==> src/hw/rtl/i2cbe_pkg.sv <==
// ----------------------------------------------------------------------------
// I2C master bit engine package
// Item types, operation codes and phase tables shared by the engine modules.
// ----------------------------------------------------------------------------
package i2cbe_pkg;

  localparam int unsigned UNIT_W  = 16;
  localparam int unsigned OP_W    = 3;
  localparam int unsigned PHASE_W = 3;
  localparam int unsigned UNITS_W = 3;
  localparam int unsigned BIT_W   = 3;

  localparam logic [UNIT_W-1:0] UNIT_TICKS_RST = 16'd500;

  localparam logic [OP_W-1:0] OP_NONE  = 3'd0;
  localparam logic [OP_W-1:0] OP_START = 3'd1;
  localparam logic [OP_W-1:0] OP_STOP  = 3'd2;
  localparam logic [OP_W-1:0] OP_WRITE = 3'd3;
  localparam logic [OP_W-1:0] OP_READ  = 3'd4;
  localparam logic [OP_W-1:0] OP_ACK   = 3'd5;

  typedef struct packed {
    logic [2:0] operation;
    logic [7:0] tx_byte;
    logic       ack_level;
    logic       sda_in;
  } in_item_t;

  typedef struct packed {
    logic       scl_out;
    logic       sda_out;
    logic       busy_res;
    logic       done_res;
    logic [7:0] rx_byte;
    logic       ack_received;
  } out_item_t;

  // Number of delay units spent in each phase of each operation.
  function automatic logic [UNITS_W-1:0] phase_units(input logic [OP_W-1:0] op,
                                                      input logic [PHASE_W-1:0] ph);
    logic [UNITS_W-1:0] u;
    u = 3'd2;
    case (op)
      OP_START: begin
        case (ph)
          3'd0:    u = 3'd1;
          3'd1:    u = 3'd5;
          3'd2:    u = 3'd5;
          default: u = 3'd2;
        endcase
      end
      OP_STOP: begin
        case (ph)
          3'd0:    u = 3'd1;
          3'd1:    u = 3'd5;
          default: u = 3'd4;
        endcase
      end
      OP_WRITE: begin
        case (ph)
          3'd0:    u = 3'd1;
          3'd1:    u = 3'd5;
          3'd4:    u = 3'd3;
          default: u = 3'd2;
        endcase
      end
      OP_READ: begin
        case (ph)
          3'd0:    u = 3'd1;
          3'd1:    u = 3'd5;
          default: u = 3'd2;
        endcase
      end
      default: begin
        case (ph)
          3'd0:    u = 3'd3;
          3'd1:    u = 3'd5;
          default: u = 3'd2;
        endcase
      end
    endcase
    return u;
  endfunction

  // Index of the final phase of each operation.
  function automatic logic [PHASE_W-1:0] last_phase(input logic [OP_W-1:0] op);
    logic [PHASE_W-1:0] p;
    case (op)
      OP_START: p = 3'd3;
      OP_WRITE: p = 3'd5;
      OP_READ:  p = 3'd4;
      default:  p = 3'd2;
    endcase
    return p;
  endfunction

endpackage

==> src/hw/rtl/i2cbe_core.sv <==
// ----------------------------------------------------------------------------
// I2C master bit engine core
// Holds the bus sequencing state and advances it by one tick per enabled step.
// ----------------------------------------------------------------------------
module i2cbe_core (
  input  logic                      clk,
  input  logic                      rst_n,
  input  logic                      step_en,
  input  i2cbe_pkg::in_item_t       item,
  input  logic [i2cbe_pkg::UNIT_W-1:0] unit_ticks,
  output i2cbe_pkg::out_item_t      res
);

  logic [i2cbe_pkg::OP_W-1:0]    cur_op_r, cur_op_nxt;
  logic [i2cbe_pkg::PHASE_W-1:0] phase_r, phase_nxt;
  logic [i2cbe_pkg::UNIT_W-1:0]  tick_r, tick_nxt;
  logic [i2cbe_pkg::UNITS_W-1:0] units_r, units_nxt;
  logic [i2cbe_pkg::BIT_W-1:0]   bit_r, bit_nxt;
  logic [7:0]                    shift_r, shift_nxt;
  logic                          scl_r, scl_nxt;
  logic                          sda_r, sda_nxt;
  logic                          ack_r, ack_nxt;
  logic [7:0]                    rx_r, rx_nxt;
  logic                          done;
  logic                          op_acc;
  logic [i2cbe_pkg::UNIT_W-1:0]  unit_len;

  assign unit_len = (unit_ticks == '0) ? 16'd1 : unit_ticks;

  always_comb begin
    op_acc     = (cur_op_r == i2cbe_pkg::OP_NONE) &&
                 (item.operation inside {[i2cbe_pkg::OP_START:i2cbe_pkg::OP_ACK]});
    cur_op_nxt = cur_op_r;
    phase_nxt  = phase_r;
    tick_nxt   = tick_r;
    units_nxt  = units_r;
    bit_nxt    = bit_r;
    shift_nxt  = shift_r;
    scl_nxt    = scl_r;
    sda_nxt    = sda_r;
    ack_nxt    = ack_r;
    rx_nxt     = rx_r;
    done       = 1'b0;

    if (op_acc) begin
      cur_op_nxt = item.operation;
      phase_nxt  = '0;
      bit_nxt    = '0;
      units_nxt  = '0;
      case (item.operation)
        i2cbe_pkg::OP_WRITE: shift_nxt = item.tx_byte;
        i2cbe_pkg::OP_READ:  shift_nxt = '0;
        i2cbe_pkg::OP_ACK:   shift_nxt = {7'd0, item.ack_level};
        default: ;
      endcase
    end

    if (cur_op_nxt != i2cbe_pkg::OP_NONE) begin
      if (units_nxt == '0) begin
        case (cur_op_nxt)
          i2cbe_pkg::OP_START: begin
            case (phase_nxt)
              3'd0:    sda_nxt = 1'b1;
              3'd1:    scl_nxt = 1'b1;
              3'd2:    sda_nxt = 1'b0;
              default: scl_nxt = 1'b0;
            endcase
          end
          i2cbe_pkg::OP_STOP: begin
            case (phase_nxt)
              3'd0:    sda_nxt = 1'b0;
              3'd1:    scl_nxt = 1'b1;
              default: sda_nxt = 1'b1;
            endcase
          end
          i2cbe_pkg::OP_WRITE: begin
            case (phase_nxt)
              3'd0: begin
                if (bit_nxt != '0) begin
                  scl_nxt = 1'b0;
                end
                sda_nxt = shift_nxt[3'd7 - bit_nxt];
              end
              3'd1:    scl_nxt = 1'b1;
              3'd2:    scl_nxt = 1'b0;
              3'd3:    sda_nxt = 1'b1;
              3'd4:    scl_nxt = 1'b1;
              default: begin
                ack_nxt = ~item.sda_in;
                scl_nxt = 1'b0;
              end
            endcase
          end
          i2cbe_pkg::OP_READ: begin
            case (phase_nxt)
              3'd0:    sda_nxt = 1'b1;
              3'd1:    scl_nxt = 1'b0;
              3'd2:    scl_nxt = 1'b1;
              3'd3:    shift_nxt = {shift_nxt[6:0], item.sda_in};
              default: scl_nxt = 1'b0;
            endcase
          end
          default: begin
            case (phase_nxt)
              3'd0:    sda_nxt = shift_nxt[0];
              3'd1:    scl_nxt = 1'b1;
              default: scl_nxt = 1'b0;
            endcase
          end
        endcase
        units_nxt = i2cbe_pkg::phase_units(cur_op_nxt, phase_nxt);
        tick_nxt  = unit_len;
      end

      tick_nxt = tick_nxt - 16'd1;
      if (tick_nxt == '0) begin
        units_nxt = units_nxt - 3'd1;
        if (units_nxt == '0) begin
          if (((cur_op_nxt == i2cbe_pkg::OP_WRITE) && (phase_nxt == 3'd1) ||
               (cur_op_nxt == i2cbe_pkg::OP_READ) && (phase_nxt == 3'd3)) &&
              (bit_nxt != 3'd7)) begin
            bit_nxt   = bit_nxt + 3'd1;
            phase_nxt = '0;
          end else if (phase_nxt >= i2cbe_pkg::last_phase(cur_op_nxt)) begin
            if (cur_op_nxt == i2cbe_pkg::OP_READ) begin
              rx_nxt = shift_nxt;
            end
            cur_op_nxt = i2cbe_pkg::OP_NONE;
            phase_nxt  = '0;
            bit_nxt    = '0;
            done       = 1'b1;
          end else begin
            phase_nxt = phase_nxt + 3'd1;
          end
        end else begin
          tick_nxt = unit_len;
        end
      end
    end
  end

  always_ff @(posedge clk) begin
    if (!rst_n) begin
      cur_op_r <= i2cbe_pkg::OP_NONE;
      phase_r  <= '0;
      tick_r   <= '0;
      units_r  <= '0;
      bit_r    <= '0;
      shift_r  <= '0;
      scl_r    <= 1'b1;
      sda_r    <= 1'b1;
      ack_r    <= 1'b0;
      rx_r     <= '0;
    end else if (step_en) begin
      cur_op_r <= cur_op_nxt;
      phase_r  <= phase_nxt;
      tick_r   <= tick_nxt;
      units_r  <= units_nxt;
      bit_r    <= bit_nxt;
      shift_r  <= shift_nxt;
      scl_r    <= scl_nxt;
      sda_r    <= sda_nxt;
      ack_r    <= ack_nxt;
      rx_r     <= rx_nxt;
    end
  end

  always_comb begin
    res.scl_out      = scl_nxt;
    res.sda_out      = sda_nxt;
    res.busy_res     = (cur_op_nxt != i2cbe_pkg::OP_NONE);
    res.done_res     = done;
    res.rx_byte      = rx_nxt;
    res.ack_received = ack_nxt;
  end

  // When idle, the sequencing counters are all back at zero.
  a_idle_clear: assert property (@(posedge clk) disable iff (!rst_n)
    (cur_op_r == i2cbe_pkg::OP_NONE) |-> (phase_r == '0) && (bit_r == '0) && (units_r == '0))
    else $error("sequencing counters not cleared while idle");

  // A busy engine never holds more units than the longest phase.
  a_units_range: assert property (@(posedge clk) disable iff (!rst_n)
    (cur_op_r != i2cbe_pkg::OP_NONE) |-> (units_r <= 3'd5))
    else $error("unit count out of range while busy");

  // The phase never runs past the final phase of the operation.
  a_phase_range: assert property (@(posedge clk) disable iff (!rst_n)
    (cur_op_r != i2cbe_pkg::OP_NONE) |-> (phase_r <= i2cbe_pkg::last_phase(cur_op_r)))
    else $error("phase beyond final phase");

  // A step that completes an operation leaves the engine idle.
  a_done_idle: assert property (@(posedge clk) disable iff (!rst_n)
    (step_en && done) |=> (cur_op_r == i2cbe_pkg::OP_NONE))
    else $error("engine still busy after completion");

endmodule

==> src/hw/rtl/i2c_master_bit_engine.sv <==
// ----------------------------------------------------------------------------
// I2C master bit engine
// Tick-driven I2C master that generates start, stop, byte and ack sequences.
// ----------------------------------------------------------------------------
// Each input item is one timing tick and produces exactly one result item,
// which carries the SCL and SDA drive levels, busy, a completion pulse, the
// last received byte and the acknowledge flag. The engine takes one item per
// clock cycle while the output is not stalled; an item is held in an input
// register, applied to the bus sequencing state in a single pass and its
// result lands in the output register, from which it is offered. The input
// and output registers are the only buffers, so a stalled output holds the
// next item in the input register. The delay unit register is written through
// cfg_wr_en and cfg_wr_data and resets to 500 ticks.
module i2c_master_bit_engine (
  input  logic                         clk,
  input  logic                         rst_n,
  input  logic                         in_valid,
  output logic                         in_stall,
  input  i2cbe_pkg::in_item_t          in_data,
  output logic                         out_valid,
  input  logic                         out_stall,
  output i2cbe_pkg::out_item_t         out_data,
  input  logic                         cfg_wr_en,
  input  logic [i2cbe_pkg::UNIT_W-1:0] cfg_wr_data
);

  logic                          in_vld_r;
  i2cbe_pkg::in_item_t           in_item_r;
  logic                          out_vld_r;
  i2cbe_pkg::out_item_t          out_data_r;
  logic [i2cbe_pkg::UNIT_W-1:0]  unit_ticks_r;
  logic                          step_en;
  i2cbe_pkg::out_item_t          step_res;

  assign step_en  = in_vld_r && (!out_vld_r || !out_stall);
  assign in_stall = in_vld_r && out_vld_r && out_stall;

  i2cbe_core u_core (
    .clk        (clk),
    .rst_n      (rst_n),
    .step_en    (step_en),
    .item       (in_item_r),
    .unit_ticks (unit_ticks_r),
    .res        (step_res)
  );

  always_ff @(posedge clk) begin
    if (!rst_n) begin
      unit_ticks_r <= i2cbe_pkg::UNIT_TICKS_RST;
    end else if (cfg_wr_en) begin
      unit_ticks_r <= cfg_wr_data;
    end
  end

  always_ff @(posedge clk) begin
    if (!rst_n) begin
      in_vld_r <= 1'b0;
    end else if (in_valid && !in_stall) begin
      in_vld_r <= 1'b1;
    end else if (step_en) begin
      in_vld_r <= 1'b0;
    end
  end

  always_ff @(posedge clk) begin
    if (in_valid && !in_stall) begin
      in_item_r <= in_data;
    end
  end

  always_ff @(posedge clk) begin
    if (!rst_n) begin
      out_vld_r <= 1'b0;
    end else if (step_en) begin
      out_vld_r <= 1'b1;
    end else if (!out_stall) begin
      out_vld_r <= 1'b0;
    end
  end

  always_ff @(posedge clk) begin
    if (step_en) begin
      out_data_r <= step_res;
    end
  end

  assign out_valid = out_vld_r;
  assign out_data  = out_data_r;

endmodule

==> config.mk <==
export PLATFORM = sky130hd
export DESIGN_NAME = i2c_master_bit_engine
export DESIGN_NICKNAME = d
export VERILOG_FILES = /design/src/hw/rtl/i2cbe_pkg.sv /design/src/hw/rtl/i2cbe_core.sv /design/src/hw/rtl/i2c_master_bit_engine.sv
export SDC_FILE = /design/constraint.sdc
export NUM_CORES = 1
export LEC_CHECK = 0
export ABC_AREA = 1
export BUFFER_PORTS_ARGS = -buffer_cell sky130_fd_sc_hd__buf_2
export CAP_MARGIN = 30
export CORE_MARGIN = 5
export CORE_UTILIZATION = 25
export CTS_CLUSTER_DIAMETER = 80
export DETAILED_ROUTE_END_ITERATION = 8
export PLACE_DENSITY = 0.41
export SYNTH_ARGS = -nofsm -noshare
export SYNTH_HDL_FRONTEND = slang
export SYNTH_SLANG_ARGS = --single-unit
==> constraint.sdc <==
create_clock -name clk -period 3.8 [get_ports clk]
set_input_delay 0.38 -clock clk [delete_from_list [all_inputs] [get_ports clk]]
set_output_delay 0.38 -clock clk [all_outputs]
set_load 0.01 [all_outputs]
==> results.md <==
- Outcome: completed
- CTS tree: done
- Syn Inst Count: 997
- FMAX: 288 MHz
- Synth Area per Inst: 6.38 um^2
- Port Buffers: 48
- DR pass1 iterations: 5
- CTS root buffer: clkbuf_16
- Fin crit share: 91.3%
- Most numerous cell in the Yosys netlist: nand2_1
- Total track usage: 14.6%
- Worst-margin pin slew: 0.644 ns
- Final Core Density: 29.8%
- Initial Util: 25.3%
- DRC viols: 0
- Max-Slew Margin vs Limit: 57.0%
- Core Region: 25100 um^2
- Peak supply drop: 0.216 mV
- Routed wire per std cell: 14.9 um
- Post-synthesis instance area: 6360 um^2
- Clk buf depth: 2
- R2r setup slk: 0.33 ns
- Worst-Skew Late Latency: 0.36 ns
- Antenna violations before repair: 0
- Die area: 28700 um^2
- Layout cells sized above 1: 14.1%
- Vias: 6429
- Pwr/cell area: 385 nW/um^2
- Io pins: 49
- Sequential fraction of the synthesis area: 32.7%
- Synth area leaders: dfxtp_1 20%, nand2_1 18%, edfxtp_1 12%
- Hold crit path type: input pin to flop
- Area grow syn2layout: 17.6%
- Sink Count: 91
- First-pass GRT wire length: 33400 um
- P_leak: 3.53 nW
- CP Launch Type: flop
- Height of the die: 170 um
- CTS H-tree depth: 3
- Placer Congestion: 0.911
- Critical Setup Path Class: flop to flop
- Vias in the first global route: 5812
- Via density: 4.61
- Worst Path Required: 3.91 ns
- Warning count from the yosys run: 0
- Fraction of registers with async set/reset: 0%
- EDFF count, synth: 26
- Post-Route WL: 20800 um
- Largest net degree at the start of global routing: 48
- Worst hold slack: 0.199 ns
- #FFs+latches synth: 91
- Synth top cells by count: 310 x nand2_1, 140 x inv_1, 81 x nand3_1, 71 x nor2_1, 69 x o21ai_0
- CTS Buf Count: 9
- Count of distinct cell types in the synthesized netlist: 47
- Hpwl dp: 15500 um
- Cell row count: 58
- Final Hold Fails: 0
- Commonest register cell after synthesis: dfxtp_1
- Crit path DAT: 3.57 ns
- Crit Path Max Fanout: 16
- Nets: 1108
- Mapped Nets: 1046
- Clock transition at path regs: 0.07 ns
- Final min period: 3.47 ns
- Crit end category: flop
- Slew Viols, Final: 0
- DRT antenna net count: 0
- Area leader, netlist: dfxtp_1
- Die width: 170 um
- 1st-iter DRT viols: 435
- Total gr overflow: 0
- Count of final setup violators: 0
- Max cap viols: 0
- Design Power: 2.88 mW
- Yosys top cell area share: 20.5%
- Fin Clk Skew: 0.00788 ns
- Final TNS setup: 0 ns
-- per-layer routing --
metal / vias to the layer above / global-route usage (%) / routed length (um)
li1: 3375 / - / -
met1: 2915 / 22.9 / 11300
met2: 126 / 20.9 / 8450
met3: 13 / 1.86 / 857
met4: 0 / 3.64 / 241
met5: - / 0 / 0
-- worst paths after layout --
path,start,end,cells past startpoint
max,in_item_r[11],out_data[10],17
min reg2reg,u_core.tick_r[5],u_core.tick_r[5],2
min,in_data[10],in_item_r[10],1
max reg2reg,in_item_r[11],out_data[10],17
-- layout make-up --
type                       count  area (um^2)
tap                          330          413
clock buffer                  10          229
antenna                        1         2.50
sequential                    91         2080
inverter                     149          562
fill                        2878        17600
multi-input combinational    724         3600
clock inverter                 6         63.8
timing repair buffer          84          531
-- critical path, cell delays in order, from the launching register on --
cell and delay, ns:
edfxtp_1 0.43, nor2_1 0.13, nand2_1 0.09, nand3_4 0.11, buf_4 0.23, o31ai_4 0.19
buf_8 0.20, buf_4 0.17, o21ai_2 0.18, nand2_1 0.13, nor2_2 0.16, nand4_1 0.09
nand2_1 0.19, nand3_1 0.10, nor2_1 0.24, nand3_2 0.20, o31ai_1 0.29, inv_1 0.08
-- sequential cells by signal, summed over array words and instances, names as in the netlist --
register	flops
out_data	13
u_core.cur_op_r	3
u_core.bit_r	3
u_core.shift_r	8
in_vld_r	1
out_valid	1
u_core.tick_r	16
u_core.sda_r	1
u_core.rx_r	8
unit_ticks_r	16
u_core.phase_r	3
u_core.ack_r	1
u_core.units_r	3
in_item_r	13
u_core.scl_r	1
-- cell families (layout without fill, tap and decap cells) --
family | Yosys count | in the layout | share of synthesized area, %
DFF | 91 | 91 | 32.7
AOI/OAI and AO/OA | 186 | 186 | 17.0
adders and majority gates | 15 | 15 | 2.95
and+or+nand+nor | 521 | 521 | 35.8
xor gates and xnor gates | 1 | 1 | 0.138
muxes | 1 | 1 | 0.157
buffers and inverters | 182 | 249 | 11.3
other | 0 | 1 | 0
-- stage by stage --
| stage | area [um^2] | setup slack (ns) | std cells |
|---|---|---|---|
| 6_report | 7480 | 0.332 | 1395 |
| 2_1_floorplan | 6360 | 0.351 | 997 |
| 3_3_place_gp | 7110 | -0.0492 | 1374 |
| 5_1_grt | 7480 | -0.00922 | 1394 |
| 4_1_cts | 7410 | 0.159 | 1391 |
| 3_5_place_dp | 7120 | 0.183 | 1375 |
-- power breakdown --
| part | total, mW | switching [mW] | internal [mW] |
|---|---|---|---|
| combinational | 0.844 | 0.581 | 0.263 |
| sequential | 1.10 | 0.0361 | 1.06 |
| clock | 0.941 | 0.430 | 0.511 |
-- layout by cell type, fill, tap and decap left out, types with 4 or more instances in the layout --
master	instances
nand2_1	310
inv_1	138
nand3_1	81
nor2_1	69
o21ai_0	67
a21oi_1	65
dfxtp_1	65
buf_2	48
buf_4	34
edfxtp_1	26
nand4_1	15
ha_1	15
o311ai_0	13
nand2_2	10
clkbuf_16	9
nor2_4	8
nor2_2	8
inv_2	7
o21ai_1	7
o21a_1	6
nor3_1	4
o2111ai_1	4
o21ai_2	4
clkinv_1	4
-- timing repair --
item                                    CTS  global route
resized for setup                         0            11
hold endpoints to repair                  0             0
hold buffers                              0             0
buffers inserted                          0             3
endpoints found under the setup margin    0            43
No activity file was read; power rests on OpenSTA's default activity.
